===== src/sv/particle_store_euler_step_core_macros.svh =====
// Assertion helpers
`ifndef PARTICLE_STORE_EULER_STEP_CORE_MACROS_SVH
`define PARTICLE_STORE_EULER_STEP_CORE_MACROS_SVH
`define PSE_ASSERT_IMP(label, cond, prop, msg) \
    label: assert property (@(posedge clk) disable iff (!rst_n) (cond) |-> (prop)) \
        else $error(msg);
`define PSE_ASSERT_NEXT(label, cond, prop, msg) \
    label: assert property (@(posedge clk) disable iff (!rst_n) (cond) |=> (prop)) \
        else $error(msg);
`endif


===== src/sv/pse_divider.sv =====
`default_nettype none
// Restoring divider: 8-bit quotient of num / den where num < 256*den; one bit per cycle.
module pse_divider
(
    input  wire logic        clk,
    input  wire logic        rst_n,
    input  wire logic        start,
    input  wire logic [39:0] num,
    input  wire logic [31:0] den,
    output logic             busy,
    output logic [7:0]       quo
);
    logic [39:0] rem_reg;
    logic [31:0] den_reg;
    logic [3:0]  cnt_reg;
    logic [7:0]  quo_reg;
    logic [3:0]  bit_idx;
    logic [40:0] trial;

    assign bit_idx = cnt_reg - 4'd1;
    assign trial = {1'b0, rem_reg} - ({9'd0, den_reg} << bit_idx);
    assign busy = (cnt_reg != 4'd0);
    assign quo = quo_reg;

    always_ff @(posedge clk or negedge rst_n)
    begin
        if (!rst_n)
        begin
            cnt_reg <= 4'd0;
            rem_reg <= 40'd0;
            den_reg <= 32'd0;
            quo_reg <= 8'd0;
        end
        else if (start)
        begin
            cnt_reg <= 4'd8;
            rem_reg <= num;
            den_reg <= den;
            quo_reg <= 8'd0;
        end
        else if (busy)
        begin
            cnt_reg <= cnt_reg - 4'd1;
            // keep the remainder when the shifted divisor fits
            if (!trial[40])
            begin
                rem_reg <= trial[39:0];
                quo_reg <= quo_reg | (8'd1 << bit_idx);
            end
        end
    end
endmodule
`default_nettype wire


===== config.mk =====
export PLATFORM = sky130hd
export DESIGN_NAME = pse_divider
export DESIGN_NICKNAME = d
export VERILOG_FILES = /design/src/sv/particle_store_euler_step_core_macros.svh /design/src/sv/pse_divider.sv
export SDC_FILE = /design/constraint.sdc
export NUM_CORES = 1
export LEC_CHECK = 0
export ABC_AREA = 1
export BUFFER_PORTS_ARGS = -buffer_cell sky130_fd_sc_hd__buf_2
export CAP_MARGIN = 5
export CORE_UTILIZATION = 50
export CTS_CLUSTER_DIAMETER = 100
export CTS_CLUSTER_SIZE = 16
export DETAILED_ROUTE_END_ITERATION = 10
export PLACE_DENSITY = 0.68
export SLEW_MARGIN = 40
export SYNTH_ARGS = -nofsm -noshare
export SYNTH_HDL_FRONTEND = slang
export SYNTH_SLANG_ARGS = --single-unit

===== constraint.sdc =====
create_clock -name clk -period 7 [get_ports clk]
set_input_delay 1.05 -clock clk [delete_from_list [all_inputs] [get_ports clk]]
set_output_delay 1.05 -clock clk [all_outputs]
set_load 0.02 [all_outputs]

* Word level (Yosys, flattened, before mapping)
Cells that the tools add are included.
Widths: inputs -> output; s select.
** Word-level totals
- Word-level logic and storage cells :: 21
- Bits in registers :: 84
- Input port bits :: 75
- Latch bits :: 0
- Output and inout bits :: 9
- Memory bits (read-only) :: 0
- Memories :: 0
- Memory bits (writable) :: 0
** Operators by class
- Magnitude comparators :: 0
- Reduce and logical (&&, ||, !) cells :: 3
- Equality and inequality tests :: 1
- Add/sub/neg operators :: 2
- Multipliers :: 0
- Multiplexer cells :: 8
- Bitwise logic cells :: 1
- Shift-type cells :: 2
- Divide/modulo/power cells :: 0
** Operators by type and width (count)
- $mux 40 :: 3
- $shl 32x4->41 :: 1
- $sub 40x41->41 :: 1
- $mux 8 :: 3
- $mux 4 :: 2
- $or 8x8->8 :: 1
- $shl 1x4->8 const A :: 1
- $reduce_bool 4->1 :: 1
- $sub 4x1->4 const B :: 1
- $ne 2x2->1 const B :: 1
- $reduce_and 2->1 :: 1
- $reduce_bool 2->1 :: 1

* Longest topological paths before layout
Gate-level depths: netlist (run 1).
- Depth in word-level cells :: 6
- Mapped depth :: 28
- Gate-level depth less buffers :: 25

* Worst setup path before layout (run 1)
Ideal clock, no wire load.
- Path kind :: register to register
- Start point :: register cnt_reg[0]
- End point :: register rem_reg[11]
- Slack :: 3.270 ns
- Clock period less this slack :: 3.730 ns
- Cell stages (with the launch flop) :: 26
- Setup time :: 0.117 ns
- Data required time :: 6.883 ns
- Buffers on the path :: 4
- Arrival time :: 3.613 ns
- Path through :: dfrtp_1 > buf_2 > inv_2 > ha_1 > inv_2 > buf_1 > mux2i_1 > mux2i_1 > inv_1 > nand2_1 > o21ai_0 > ha_1 > nand2_1 > inv_1 > nand2_1 > nand2_1 > a21oi_1 > nand3_2 > nand2_2 > nand3_1 > nand3_2 > nand2_2 > buf_6 > buf_6 > nand2_1 > nand2_1
** On the way
- Cells in the longest elaborated chain, start to end :: 6
- Elaborated cells on any way between the ends :: 10
- Classes of those cells :: add/sub: 2; eq/ne: 1; shift: 1; mux: 3; reduce/logical: 3
** RTL lines
- start, declared :: RTL line pse_divider.sv:15 : logic [3:0] cnt_reg;
- start signal, assigned :: RTL line pse_divider.sv:43 : cnt_reg <= cnt_reg - 4'd1;
- $sub 4x1->4 :: RTL line pse_divider.sv:20 : assign bit_idx = cnt_reg - 4'd1;
- $shl 32x4->41 :: RTL line pse_divider.sv:21 : assign trial = {1'b0, rem_reg} - ({9'd0, den_reg} << bit_idx);
- $sub 40x41->41 :: RTL line pse_divider.sv:21
- $mux 40 :: RTL line pse_divider.sv:45 : if (!trial[40])
- $mux 40 :: RTL line pse_divider.sv:41 : else if (busy)
- $mux 40 :: RTL line pse_divider.sv:34 : else if (start)
- end signal, assigned :: RTL line pse_divider.sv:37 : rem_reg <= num;
- end signal, assigned :: RTL line pse_divider.sv:47 : rem_reg <= trial[39:0];
- end, declared :: RTL line pse_divider.sv:13 : logic [39:0] rem_reg;
Parallel ways exist; a longest one is shown, timed or not. The select of a mux whose other input is x is not followed.
A chain may end at the register's enable or synchronous reset.

* Worst setup path in the final report (run 1)
- Start point :: register cnt_reg[0]
- End point :: register quo_reg[6] (netlist: quo[6])
** On the way
- Cells in the longest elaborated chain, start to end :: 6
- Elaborated cells on any way between the ends :: 12
- Classes of those cells :: add/sub: 2; eq/ne: 1; shift: 2; mux: 3; bitwise: 1; reduce/logical: 3
** RTL lines
- parallel branches: the longest is 6 deep, another holds $sub 40x41->41
- end signal, assigned :: RTL line pse_divider.sv:48 : quo_reg <= quo_reg | (8'd1 << bit_idx);
- end, declared :: RTL line pse_divider.sv:16 : logic [7:0] quo_reg;
Parallel ways; which one is timed is not known. The select of a mux whose other input is x is not followed.

==> qor.csv, run 1 <==
metric,value,unit
status,finished clean,
grt_pass1_vias,7893,
clock_sinks,84,
ys_types,33,
die_x,131,µm
synth_edf_count,0,
num_rows,46,
min_period,5450,ps
synth.top_cell.area_share,0.275,
hold_class,flip-flop to flip-flop,
relSlewSlack,0.501,
crit_arrival,5690,ps
worst_slack,1550,ps
hold_violations,0,
antenna_found_initial,0,
skew,8.62,ps
synth.avg_cell_area,5.81,µm²
tns,0,ps
ios,84,
grt_pass1_wl,39600,µm
netlist_area,8340,µm²
grt_use_total,0.289,
max_cap_viol_count,0,
post_route_cells_drive_above_1_share,0.0892,
reg2reg_to,quo[6],
avgViaCountPerCell,5.10,
die_area,17200,µm²
drcViolationCount,0,
fin_crit_sh,0.779,
cts_tree,yes,
end_kind,flip-flop,
syn-num-nets,1557,
synth_seq_cells,84,
worstRegToRegCells,23,
clock.fmax,183,MHz
clk_latency,360,ps
cts_made_buffers,9,
core,16100,µm²
drtIter0Drc,573,
path_max_fanout,64,
tightest_slew,744,ps
cp-start-kind,flip-flop,
postRouteAntennaNets,0,
synth_area_leader_cell,nand2_1,
hold_start,quo[4],
die_y,131,µm
async_flop_share,1.00,
routabilityCongestion,0.976,
num_antenna_cells,0,
hold_buffers,0,
setup_viol,0,
synth_ff_type,dfrtp_1,
crit_start,cnt_reg[0],
path_common_cell,nand2_1,
cts.path.max_buffers,2,
drt_first_pass_iters,9,
hold_depth,2,
fillCellCount,1701,
ys_seq_area_frac,0.252,
cts_resized,0,
hpwl,18800,µm
critical_path.slowest_cell,nand2_1,
syn_inst,1436,
critPathMaxStageDelay,470,ps
postCtsSetupBuffers,0,
ys_warn_count,0,
drt_wl_total,24200,µm
clk_pin_slew,70,ps
reg2reg_slack,1550,ps
cp.required,7240,ps
vias,8701,
r2r-start,cnt_reg[0],
crit_chain,buf_4 > inv_2 > ha_1 > or2_1 > nand2_1 > inv_2 > o21ai_0 > mux2i_1 > ha_1 > nand2_1 > nor2_1 > nand2_1 > nor2_1 > nand2_1 > nand3_2 > nand2_2 > nand2_1 > nand2_1 > nand3_2 > buf_4 > nand2_4 > nand2_1 > nand2_1,
wl_per_cell,14.2,µm
start_util,0.519,
cts_htree_levels,3,
holdPathEnd,quo[4],
slew_viol_final,0,
worstSetupPathType,flip-flop to flip-flop,
synth_area_leaders,"nand2_1 27%, dfrtp_1 25%, inv_1 8.0%",
grt_max_degree,110,
fin_nets,1607,
pre_cts_ws,1620,ps
rsz0062_at_grt,no,
overflow,0,
largest_reg_flops,40,
area_growth,10.0,%
numPortBuffers,83,
cts-root-buf,clkbuf_16,
[stage by stage]
step                      instance area [µm²]  hold slack, ps  std cells  utilization
after CTS                                9180             480       1707        0.571
after floorplan                          8340             453       1436            -
after detailed placement                 8870             463       1691        0.553
after global placement                   8860             460       1691        0.552
final                                    9180             477       1707        0.571
after global routing                     9180             507       1707        0.571
[critical path: cells and delay by family (launching register included)]
| family | cells | cell delay [ps] |
|---|---|---|
| fa+ha+maj | 2 | 660 |
| flops | 1 | 320 |
| compound gates | 1 | 410 |
| buf+inv | 4 | 1320 |
| mux | 1 | 260 |
| simple gates | 15 | 2310 |
[Yosys cell counts, types with 3 or more instances]
cell type and instances:
nor2_2 3, buf_6 3, nand3b_1 5, o21bai_1 3
nand3_1 112, buf_2 10, nand2_1 610, dfrtp_1 84
o21ai_0 132, nor3_1 7, buf_1 5, clkbuf_1 35
ha_1 45, inv_2 3, a21oi_1 35, or2_2 14
mux2i_1 33, a22oi_1 3, xnor2_1 3, inv_1 178
nor2_1 96
[cells in the final DEF, fill, tap and decap left out, drive strengths merged, types with 7 or more instances in the layout]
cell type    n
inv        184
a21oi       35
mux2i       33
ha          45
dfrtp       84
nor3         7
buf         92
nand3      114
or2         15
nand2      612
o21ai      133
clkbuf      10
nor2        99
[area by class of cell]
class                      instances  area (µm²)  area share
tap                              216         270      0.0295
sequential                        84        2100       0.229
inverter                         183         689      0.0751
multi-input combinational       1116        5320       0.580
clock buffer                      10         229      0.0250
clock inverter                     6        71.3     0.00777
timing repair buffer              92         492      0.0536
[per-layer routing]
layer,vias to the layer above,part of all wire,global-route usage
met2,209,0.45,0.466
met3,32,0.049,0.0367
li1,4588,-,-
met4,0,0.017,0.0778
met5,-,0,0
met1,3872,0.49,0.405
[cells by family after synthesis]
| group | share of synthesized area |
|---|---|
| muxes | 0.0396 |
| xor gates and xnor gates | 0.00510 |
| and+or+nand+nor | 0.414 |
| DFF | 0.252 |
| AOI/OAI and AO/OA | 0.109 |
| buffers and inverters | 0.110 |
| adders and majority gates | 0.0699 |
[worst max-delay path by stage]
stage / end / slack (ps) / cells after the start
5_1_grt: rem_reg[3] / 1010 / 23
6_report: quo[6] / 1550 / 23
2_1_floorplan: rem_reg[11] / 3270 / 25
4_1_cts: quo[6] / 1620 / 23
3_5_place_dp: quo[6] / 1620 / 23
3_3_place_gp: quo[6] / 1510 / 23
Power of run 1 is not shown: default switching activity piles up to over one toggle a cycle in this logic, so the estimate is an artifact.
==> run 2, diff against run 1 <==
clock period = 5.28 ns   (was 7 ns; I/O delays follow)
==> run 2 against run 1 <==
Effect of this change:
- utilization up 0.055 points
- sequential share of layout area about the same
- count of clock-buffer cells in the layout stayed put
- worst hold slack worse by 120 ps
- critical path type unchanged
- largest cell class unchanged
==> qor.csv, run 2 (synthesis results as in run 1) <==
metric,value,unit
grt_max_degree,78,
critPathMaxStageDelay,770,ps
tns,0,ps
crit_start,cnt_reg[0],
slew_viol_final,0,
drtIter0Drc,567,
worstRegToRegCells,17,
r2r-start,cnt_reg[0],
reg2reg_to,rem_reg[14],
crit_arrival,4690,ps
drt_first_pass_iters,5,
grtUsageMet2,0.480,
hold_buffers,0,
drt_wl_total,25400,µm
postCtsSetupBuffers,0,
clock_sinks,84,
fillCellCount,1689,
antenna_found_initial,0,
cp.required,5520,ps
path_max_fanout,32,
clock.fmax,225,MHz
die_x,131,µm
dp_cells,1692,
avgViaCountPerCell,5.16,
cts.path.max_buffers,2,
cp.depth,17,
cts_htree_levels,3,
wl_per_cell,14.9,µm
fin_crit_sh,0.843,
vias,8820,
setup_viol,0,
clk_latency,360,ps
critical_path.slowest_cell,o21ai_0,
final_cell_mix,"610 x nand2_1, 178 x inv_1, 132 x o21ai_0",
relSlewSlack,0.443,
reg2reg_slack,830,ps
cp-start-kind,flip-flop,
path_common_cell,nand2_1,
end_kind,flip-flop,
tightest_slew,830,ps
hpwl,20000,µm
post_route_cells_drive_above_1_share,0.0898,
core,16100,µm²
top_usage_layer,met2,
die_y,131,µm
fin_nets,1608,
mostFrequentLayoutCell,nand2_1,
postRouteAntennaNets,0,
grt_use_total,0.300,
status,finished clean,
grt_use_met1,0.415,
routabilityCongestion,0.998,
placed_area,8880,µm²
num_rows,46,
cts_resized,0,
crit_family,compound AO/OA/AOI/OAI gates,
num_antenna_cells,0,
fin_cells,1708,
ios,84,
cts-root-buf,clkbuf_16,
worst_slack,831,ps
hold_violations,0,
hold_class,input port to async pin,
grt_pass1_vias,7847,
worstSetupPathType,flip-flop to flip-flop,
clk_pin_slew,70,ps
start_util,0.519,
crit_buf_inv,3,
grt_pass1_wl,40600,µm
crit_chain,inv_2 > nand2_1 > xor2_2 > clkinv_1 > o21ai_0 > ha_1 > nand2_1 > nor2_1 > o21ai_0 > nand2_1 > a21oi_1 > nand3_1 > nand3_2 > nand2_2 > buf_12 > nand2_1 > nand2_1,
grtUsageMet3,0.0644,
max_cap_viol_count,0,
drcViolationCount,0,
pre_cts_ws,979,ps
numPortBuffers,83,
overflow,0,
die_area,17200,µm²
largest_reg_flops,40,
min_period,4450,ps
rsz0062_at_grt,no,
cts_made_buffers,9,
final_area,9180,µm²
skew,14.6,ps
area_growth,10.1,%
cts_tree,yes,
-- run 2: cell count changes in the layout (fill, tap and decap cells not counted) --
| cell | delta |
|---|---|
| nand2_4 | -1 |
| buf_4 | +1 |
| inv_2 | +1 |
| buf_12 | +1 |
| buf_6 | -1 |
| inv_4 | -1 |
| nand2_2 | +1 |
-- run 2: how the worst max path moves through the flow --
| stage | slack (ps) | endpoint |
|---|---|---|
| final | 830 | rem_reg[14] |
| after global routing | 450 | rem_reg[27] |
| after CTS | 990 | rem_reg[27] |
| after detailed placement | 980 | rem_reg[14] |
| after global placement | 1050 | rem_reg[11] |
| after floorplan | 1550 | rem_reg[11] |
-- run 2: per-layer routing --
layer  vias up  part of all wire
li1       4591                 -
met3        21             0.065
met1      3957              0.48
met4         0             0.010
met2       251              0.45
met5         -                 0
-- run 2: cell type report --
cell class,count,area [µm²],share of cell area
clock buffers,10,229,0.0249
multi-input cells,1116,5320,0.579
flip-flops and latches,84,2100,0.229
well taps,216,270,0.0294
clock inverters,6,71.3,0.00777
repair buffers,93,508,0.0553
inverters,183,687,0.0748
-- run 2: metrics by stage --
| stage | utilization | hold slack, ps |
|---|---|---|
| 3_3_place_gp | 0.553 | 460 |
| 6_report | 0.572 | 359 |
| 2_1_floorplan | - | 453 |
| 3_5_place_dp | 0.553 | 461 |
| 4_1_cts | 0.572 | 374 |
| 5_1_grt | 0.572 | 397 |
-- run 2: worst reg2reg max path, delay by kind of cell, from the launching register on --
kind / cells / cell delay, ps
AO/OA/AOI/OAI: 3 / 1130
flip-flops: 1 / 390
buffers and inverters: 3 / 1120
AND/OR/NAND/NOR: 9 / 1130
adder cells (fa/ha/maj): 1 / 410
XOR/XNOR: 1 / 160
Power of run 2 is left out for the same reason.
