File: src/sv/particle_store_euler_step_core_macros.svh
// Assertion helpers
`ifndef PARTICLE_STORE_EULER_STEP_CORE_MACROS_SVH
`define PARTICLE_STORE_EULER_STEP_CORE_MACROS_SVH
`define PSE_ASSERT_IMP(label, cond, prop, msg) \
    label: assert property (@(posedge clk) disable iff (!rst_n) (cond) |-> (prop)) \
        else $error(msg);
`define PSE_ASSERT_NEXT(label, cond, prop, msg) \
    label: assert property (@(posedge clk) disable iff (!rst_n) (cond) |=> (prop)) \
        else $error(msg);
`endif

File: src/sv/pse_ram.sv
`default_nettype none
module pse_ram #(
    parameter int Width = 8,
    parameter int Depth = 64
) (
    input  wire logic                     clk,
    input  wire logic                     we,
    input  wire logic [$clog2(Depth)-1:0] waddr,
    input  wire logic [Width-1:0]         wdata,
    input  wire logic [$clog2(Depth)-1:0] raddr,
    output logic      [Width-1:0]         rdata
);
    logic [Width-1:0] mem [Depth];

    always_ff @(posedge clk)
    begin
        if (we)
        begin
            mem[waddr] <= wdata;
        end
        rdata <= mem[raddr];
    end
endmodule
`default_nettype wire

File: config.mk
export PLATFORM = sky130hd
export DESIGN_NAME = pse_ram
export DESIGN_NICKNAME = d
export VERILOG_FILES = /design/src/sv/particle_store_euler_step_core_macros.svh /design/src/sv/pse_ram.sv
export SDC_FILE = /design/constraint.sdc
export NUM_CORES = 1
export LEC_CHECK = 0
export BUFFER_PORTS_ARGS = -buffer_cell sky130_fd_sc_hd__buf_2
export CAP_MARGIN = 0
export CORE_ASPECT_RATIO = 1.75
export CORE_UTILIZATION = 62
export CTS_CLUSTER_SIZE = 10
export DETAILED_ROUTE_END_ITERATION = 16
export PLACE_DENSITY = 0.79
export SLEW_MARGIN = 0
export SYNTH_ARGS = -nofsm -noshare
export SYNTH_HDL_FRONTEND = slang
export SYNTH_SLANG_ARGS = --single-unit
File: constraint.sdc
create_clock -name clk -period 2 [get_ports clk]
set_clock_uncertainty 0.1 [all_clocks]
set_input_delay 0 -clock clk [delete_from_list [all_inputs] [get_ports clk]]
set_output_delay 0 -clock clk [all_outputs]
set_load 0.01 [all_outputs]
; ---- Word-level counts from Yosys, hierarchy flattened
; Memory sizes are Yosys's and may differ from the RTL's. A register that Yosys moved wholly into a read port is not among the register bits.
; Cells that the tools add are included.
[totals]
mem_count = 1
input_bits = 22
regBits = 0
word_cells = 3
ramBits = 512
[op_classes]
muxes = 2
[mem_list]
columns = memory, words, word_bits, read_ports, rd_ports_with_merged_regs, write_ports, line
row1 = mem, 64, 8, 1, 1, 1, pse_ram.sv:13  ; logic [Width-1:0] mem [Depth];
[ops]
columns = cell, n
row1 = two-way mux 1 bit, 2

; ---- Logic depth before layout (Yosys ltp)
; Gate-level depths: netlist (run 1).
[logic_depth]
word_depth = 2
depth_mapped = 9
ltp_nobuf = 5

; ---- Worst setup path before layout (run 1)
; OpenSTA, ideal clock, no wires.
[synth_path]
path_type = flip-flop to flip-flop
startpoint = memory mem[29][4]
endpoint = register rdata[4] (read register of mem)
n_path_buf = 0
required_ns = 1.768
period_less_slack_ns = 1.792
arrival_ns = 1.560
path_slack_ns = 0.208
stages_incl_launch_ff = 6
cell_sequence = edfxtp_1 -> mux4_2 -> mux2_2 -> o221a_2 -> nor3_1 -> o32ai_1
[synth_rtl]
columns = item, line
row1 = "start, declared", pse_ram.sv:13
row2 = "end, declared", pse_ram.sv:11  ; output logic [Width-1:0] rdata

==> results of run 1 <==
-- placed cells by master, fill, tap and decap left out, types with 13 or more instances in the layout --
cell / netlist / routed
edfxtp_1: 512 / 512
mux4_2: 126 / 126
buf_4: 13 / 124
nor2_1: 83 / 83
clkbuf_16: 0 / 59
clkbuf_1: 17 / 35
buf_2: 11 / 26
mux2i_1: 23 / 23
nand2_1: 19 / 19
buf_12: 2 / 16
nor2b_1: 14 / 14
dlygate4sd3_1: 0 / 14
mux2_2: 13 / 13
nand3_1: 13 / 13
-- report_power, final --
part	switching, W	internal, W	total [W]	leakage, nW
Clock	0.00383	0.00540	0.00923	0.773
Sequential	0.0000364	0.0121	0.0121	4.67
Combinational	0.000753	0.000553	0.00131	2.25
Total	0.00462	0.0180	0.0226	7.70
-- tightest hold or removal path: stages --
cell	delay [ns]
buf_2	0.33
nand3_1	0.19
nand3_1	0.08
o32ai_1	0.10
-- final timing paths --
path	slack [ns]	end
max	0.02	rdata[6]$_DFF_P_
min	0.09	rdata[4]$_DFF_P_
max reg2reg	0.02	rdata[6]$_DFF_P_
min reg2reg	0.73	rdata[4]$_DFF_P_
-- sequential cells by signal, indices dropped and copies added (netlist names) --
name   flops
mem      512
rdata      8
-- per-stage QoR --
| step | utilization, % | total power [W] | hold slack, ns | cells | setup slack, ns |
|---|---|---|---|---|---|
| 3_3_place_gp | 67.7 | 0.0135 | 0.282 | 1456 | -0.208 |
| 4_1_cts | 73.3 | 0.0227 | 0.0445 | 1565 | 0.00288 |
| 2_1_floorplan | - | 0.0130 | -0.00113 | 940 | 0.208 |
| 5_1_grt | 73.4 | 0.0232 | 0.122 | 1565 | -0.0228 |
| 6_report | 73.4 | 0.0226 | 0.0858 | 1565 | 0.0227 |
| 3_5_place_dp | 67.7 | 0.0136 | 0.274 | 1456 | -0.216 |
-- kinds of logic after synthesis --
kind of cell	after synthesis	share of synthesized area, %
DFF	520	77.0
muxes	162	15.9
buffers and inverters	51	1.57
AOI/OAI and AO/OA	54	2.07
and+or+nand+nor	153	3.39
-- layout make-up --
| class | instances | area [um^2] | share of cell area (%) |
|---|---|---|---|
| Clock buffer | 94 | 1610 | 6.82 |
| Clock inverter | 1 | 8.76 | 0.0372 |
| Multi-Input combinational cell | 369 | 4370 | 18.6 |
| Sequential cell | 520 | 15500 | 65.9 |
| Tap cell | 400 | 500 | 2.12 |
| Timing Repair Buffer | 181 | 1540 | 6.52 |
-- what timing repair did --
action / CTS / global route
pin swaps: 2 / 0
hold buffers: 14 / 0
resized for setup: 6 / 4
endpoints found under the setup margin: 5 / 4
hold endpoints to repair: 391 / 0
-- metal layers --
metal | routed length, um | up-vias | GRT usage, %
met5 | 0 | - | 0
met4 | 2560 | 0 | 16.9
met3 | 3730 | 147 | 4.70
met2 | 25400 | 588 | 53.1
met1 | 15500 | 5324 | 33.9
li1 | - | 4294 | -
==> metrics.md, run 1 <==
| Metric | Value |
|---|---|
| Outcome | `finished with violations` |
| Failing checks | `DRC` |
| # Max-Cap Violations | `0` |
| Clk buf depth | `3` |
| Largest cells by area after synthesis | `edfxtp_1, mux4_2, nor2_1` |
| Reg2reg path depth | `5` |
| TritonCTS clock tree | `built` |
| Remaining DRCs | `4` |
| Diode count | `0` |
| P_leak | `about 7.7 nW` |
| RSZ-0062 raised after global routing | `yes` |
| Synthesized Nets | `962` |
| Post-DP HPWL | `29.4 mm` |
| Drt pass-1 iters | `13` |
| Cts bufs inserted | `57` |
| Fmax | `between 500 and 600 MHz` |
| Core Region | `around 32000 um^2` |
| First-pass GRT wire length | `between 60 and 70 mm` |
| Mapped Area | `about 20000 um^2` |
| Layout cell share with drive strength beyond 1 | `between 30 and 40%` |
| Port bufs | `29` |
| Skew-Pair Late Insertion Delay | `between 0.5 and 0.6 ns` |
| Drt via density | `around 6.6` |
| Final Hold Viols | `0` |
| Slew headroom | `~53%` |
| GRT Total Usage | `a little under 30%` |
| CP Launch Point | `mem[29][6]$_DFFE_PP_` |
| Initial Util | `roughly 63%` |
| DP Area | `between 20000 and 25000 um^2` |
| Number of global-route vias before repair | `about 11000` |
| CP Capture Type | `flop` |
| Initial antenna violation count | `0` |
| Reg clk slew, reported paths | `approximately 0.06 ns` |
| Critical Path Source Type | `flop` |
| Post-synth EDFFs | `between 500 and 600` |
| Die area | `about 33000 um^2` |
| Yosys top cell by area | `edfxtp_1` |
| Via count | `about 10000` |
| Synth top area share | `76.2%` |
| Crit path kind | `flop to flop` |
| Worst Hold Launch | `raddr[4]` |
| Synth warn | `0` |
| Worst path bufs/invs | `0` |
| Largest net degree at the start of global routing | `65` |
| NumNets Final | `between 1000 and 1500` |
| Clock Root Buffer | `clkbuf_16` |
| Post-synth cell types | `40` |
| Grt ovf | `0` |
| Crit-path leading delay family | `multiplexers` |
| Final Cycle Share | `between 90% and 100%` |
| Max FO, Critical Path | `1` |
| Fin area | `between 20000 and 25000 um^2` |
| Chip width | `~140 um` |
| Slew of the pin with the lowest slew margin | `a little over 0.7 ns` |
| FF+latch count, synth | `520` |
| Crit path depth | `5` |
| Syn_area_per_cell | `around 21 um^2` |
| Top post-synthesis cells by count | `edfxtp_1, mux4_2, nor2_1, mux2i_1, nand2_1` |
| Fill cells | `1697` |
| Row Count | `slightly below 90` |
| WP data arrival | `2.31 ns` |
| WP data required | `between 2 and 2.5 ns` |
| CTS sink cnt | `520` |
| Antenna Nets Post-Route | `0` |
| Placer congestion estimate | `between 0.8 and 0.9` |
| Post-Syn Instances | `940` |
| Final WL | `about 47 mm` |
| Final Max Slew Viols | `0` |
| Crit-path cells | `mux4_2 > mux2_2 > o221a_2 > nor3_4 > o32ai_1` |
| Hold Crit Depth | `4` |
| Postcts setup bufs | `0` |
| Ys async rst share | `0%` |
| WL per Instance | `30.2 um` |
| Power Density | `between 900 and 1000 nW/um^2` |
| Max H-tree Level | `2` |
| Peak supply drop | `0.703 mV` |
| Area grow syn2layout | `16.8%` |
| Final setup vio count | `0` |
| Most frequent cell after synthesis | `edfxtp_1` |
| Post-synthesis sequential area ratio | `between 70% and 80%` |
| Min cycle time layout | `around 2 ns` |
| Fin Setup TNS | `0 ns` |
| IO Pins | `30` |
| DRT iter0 DRCs | `1298` |
| Crit path largest cell delay | `roughly 0.48 ns` |
| Reg2reg start | `mem[29][6]$_DFFE_PP_` |
| Ys flop type | `edfxtp_1` |
| Die Y | `241 um` |
| Highest-delay cell along the critical path | `mux4_2` |
| Worst Hold Class | `input port to flop` |
No activity file was read; power rests on OpenSTA's default activity.
==> inputs of run 2 (changes only) <==
--- a/config.mk
+++ b/config.mk
@@ -8,10 +8,10 @@
 export BUFFER_PORTS_ARGS = -buffer_cell sky130_fd_sc_hd__buf_2
 export CAP_MARGIN = 0
 export CORE_ASPECT_RATIO = 1.75
-export CORE_UTILIZATION = 62
+export CORE_UTILIZATION = 60
 export CTS_CLUSTER_SIZE = 10
 export DETAILED_ROUTE_END_ITERATION = 16
-export PLACE_DENSITY = 0.79
+export PLACE_DENSITY = 0.76
 export SLEW_MARGIN = 0
 export SYNTH_ARGS = -nofsm -noshare
 export SYNTH_HDL_FRONTEND = slang
==> metrics.md, run 2 (synthesis results as in run 1) <==
| Metric | Value |
|---|---|
| Area grow syn2layout | `16.1%` |
| Top sig layer | `met4` |
| Final WL | `45.2 mm (-4.4%)` |
| Critical Path Source Type | `flop` |
| Fin area | `23400 um^2 (-0.65%)` |
| Post-Route M1 WL | `15.9 mm (+2.0%)` |
| Cts bufs inserted | `57 (unchanged)` |
| NumNets Final | `1156 (+0.43%)` |
| Sw Ratio | `20.3% (-0.090 points)` |
| Cell internal pwr | `0.0177 W (-1.5%)` |
| Met2 WL | `24.0 mm (-5.3%)` |
| Layout cell share with drive strength beyond 1 | `33.0% (+0.86 points)` |
| Antenna Nets Post-Route | `0 (unchanged)` |
| Crit-path leading delay family | `compound AO/OA/AOI/OAI gates` |
| Min Hold Slack | `-0.00262 ns (-0.0884 ns)` |
| Crit path largest cell delay | `0.50 ns (+0.02 ns)` |
| Most frequent cells in the layout | `edfxtp_1, buf_4, mux4_2, nor2_1, clkbuf_16` |
| DP Worst Slack | `-0.186 ns (+0.0301 ns)` |
| WP data required | `2.34 ns (about the same)` |
| Placed insts | `1471 (+1.0%)` |
| Cell Count, Final, Fillers Out | `1561 (-0.26%)` |
| WL per Instance | `28.9 um (-4.1%)` |
| Max reg flops | `512 (unchanged)` |
| Post-DP HPWL | `29.1 mm (-1.1%)` |
| Outcome | `finished with violations` |
| Initial Util | `61.1% (-1.7 points)` |
| Slew headroom | `42.3% (-10 points)` |
| CP Capture Type | `flop` |
| Clock Root Buffer | `clkbuf_16` |
| First-pass GRT wire length | `67.8 mm (-2.3%)` |
| DRT iter0 DRCs | `862 (-34%)` |
| Number of global-route vias before repair | `10807 (-0.51%)` |
| Power Density | `952 nW/um^2 (-0.97%)` |
| Slew of the pin with the lowest slew margin | `0.866 ns (+0.155 ns)` |
| Max FO, Critical Path | `1 (unchanged)` |
| Top reg by flops | `mem` |
| Top flop regs | `mem: 512 flops, rdata: 8 flops` |
| CTS sink cnt | `520 (unchanged)` |
| Remaining DRCs | `0 (-4)` |
| Skew-Pair Late Insertion Delay | `0.57 ns (about the same)` |
| Reg clk slew, reported paths | `0.06 ns (about the same)` |
| Min cycle time layout | `1.98 ns (+0.00691 ns)` |
| Worst Hold Class | `input port to flop` |
| Chip width | `141 um (+1.6%)` |
| # Max-Cap Violations | `0 (unchanged)` |
| Final Max Slew Viols | `0 (unchanged)` |
| Reg2Reg Setup Slack | `0.02 ns (about the same)` |
| Core Region | `33000 um^2 (+2.9%)` |
| Largest net degree at the start of global routing | `65 (unchanged)` |
| Crit-path cells | `mux4_2 > nor2b_1 > a2111oi_2 > buf_4 > o41ai_1` |
| Worst path bufs/invs | `1 (+1)` |
| Final Cycle Share | `99.2% (+0.35 points)` |
| Fmax | `504 MHz (-0.35%)` |
| Combinational Power Share | `5.7% (about the same)` |
| GRT Total Usage | `27.8% (-1.8 points)` |
| Most common cell after layout, fill and taps aside | `edfxtp_1` |
| Initial antenna violation count | `0 (unchanged)` |
| TritonCTS clock tree | `built` |
| Diode count | `0 (unchanged)` |
| Max H-tree Level | `2 (unchanged)` |
| Final worst slack | `0.0157 ns (-0.00691 ns)` |
| IO Pins | `30 (unchanged)` |
| Failing checks | `hold timing` |
| Reg power frac | `54.3% (+0.8 points)` |
| Sw power | `0.00453 W (-2.0%)` |
| Clk buf depth | `3 (unchanged)` |
| Die area | `34400 um^2 (+3.3%)` |
| Fin Setup TNS | `0 ns (unchanged)` |
| Final setup vio count | `0 (unchanged)` |
| Grt ovf | `0 (unchanged)` |
| WP data arrival | `2.32 ns (about the same)` |
| Highest-delay cell along the critical path | `a2111oi_2` |
| Placer congestion estimate | `0.817 (+0.22%)` |
| Drt pass-1 iters | `7 (-6)` |
| P_leak | `7.65 nW (-0.62%)` |
| Crit path kind | `flop to flop` |
| Met3 WL | `2.86 mm (-23%)` |
| Drt via density | `6.54 (-1.1%)` |
| DP Area | `21800 um^2 (about the same)` |
| Final Hold Viols | `6 (+6)` |
| Port bufs | `29 (unchanged)` |
| Clock network fraction of total power | `39.9% (-0.9 points)` |
| Die Y | `245 um (+1.6%)` |
| Row Count | `88 (+1.1%)` |
| Peak supply drop | `0.722 mV (+2.7%)` |
| Via count | `10211 (-1.4%)` |
-- run 2: repair_timing --
| item | 4_1_cts | 5_1_grt |
|---|---|---|
| setup endpoints to repair | 5 | 3 |
| pin swaps | 2 | 0 |
| buffers inserted | 0 | 0 |
| hold buffers | 9 | 0 |
| hold endpoints to repair | 228 | 0 |
| gates resized for setup | 7 | 4 |
-- run 2: worst reg2reg max path: stages, from the launching register on --
cell and delay [ns]:
edfxtp_1 0.37, mux4_2 0.48, nor2b_1 0.16, a2111oi_2 0.50, buf_4 0.19, o41ai_1 0.07
-- run 2: layout make-up --
type | count | area, um^2
clock buffer | 81 | 1520
sequential | 520 | 15500
tap | 405 | 507
timing repair buffer | 186 | 1490
multi-input combinational | 369 | 4360
fill | 1926 | 9630
-- run 2: power groups by stage --
stage	logic, W	registers [W]	clock network (W)
after floorplan	0.000643	0.0123	0
after global routing	0.00134	0.0121	0.00936
after detailed placement	0.00124	0.0123	0
after CTS	0.00127	0.0121	0.00899
final	0.00127	0.0121	0.00890
after global placement	0.00121	0.0123	0
-- run 2: final timing paths --
kind / startpoint / to / cells past startpoint
max reg2reg: mem[3][3]$_DFFE_PP_ / rdata[3]$_DFF_P_ / 5
max: mem[3][3]$_DFFE_PP_ / rdata[3]$_DFF_P_ / 5
min reg2reg: mem[19][2]$_DFFE_PP_ / rdata[2]$_DFF_P_ / 4
min: wdata[0] / mem[49][0]$_DFFE_PP_ / 2
-- run 2: per-stage QoR --
| stage | util (%) | hold slack, ns | power (W) |
|---|---|---|---|
| floorplan | - | -0.00113 | 0.0130 |
| global placement | 65.9 | 0.321 | 0.0135 |
| detailed placement | 65.9 | 0.320 | 0.0136 |
| CTS | 70.8 | 0.00236 | 0.0224 |
| global route | 70.9 | 0.0191 | 0.0228 |
| finish | 70.9 | -0.00262 | 0.0223 |
-- run 2: per-layer routing --
metal / global-route usage [%] / vias up
li1: - / 4298
met1: 33.7 / 5304
met2: 48.5 / 472
met3: 4.15 / 137
met4: 14.5 / 0
met5: 0 / -
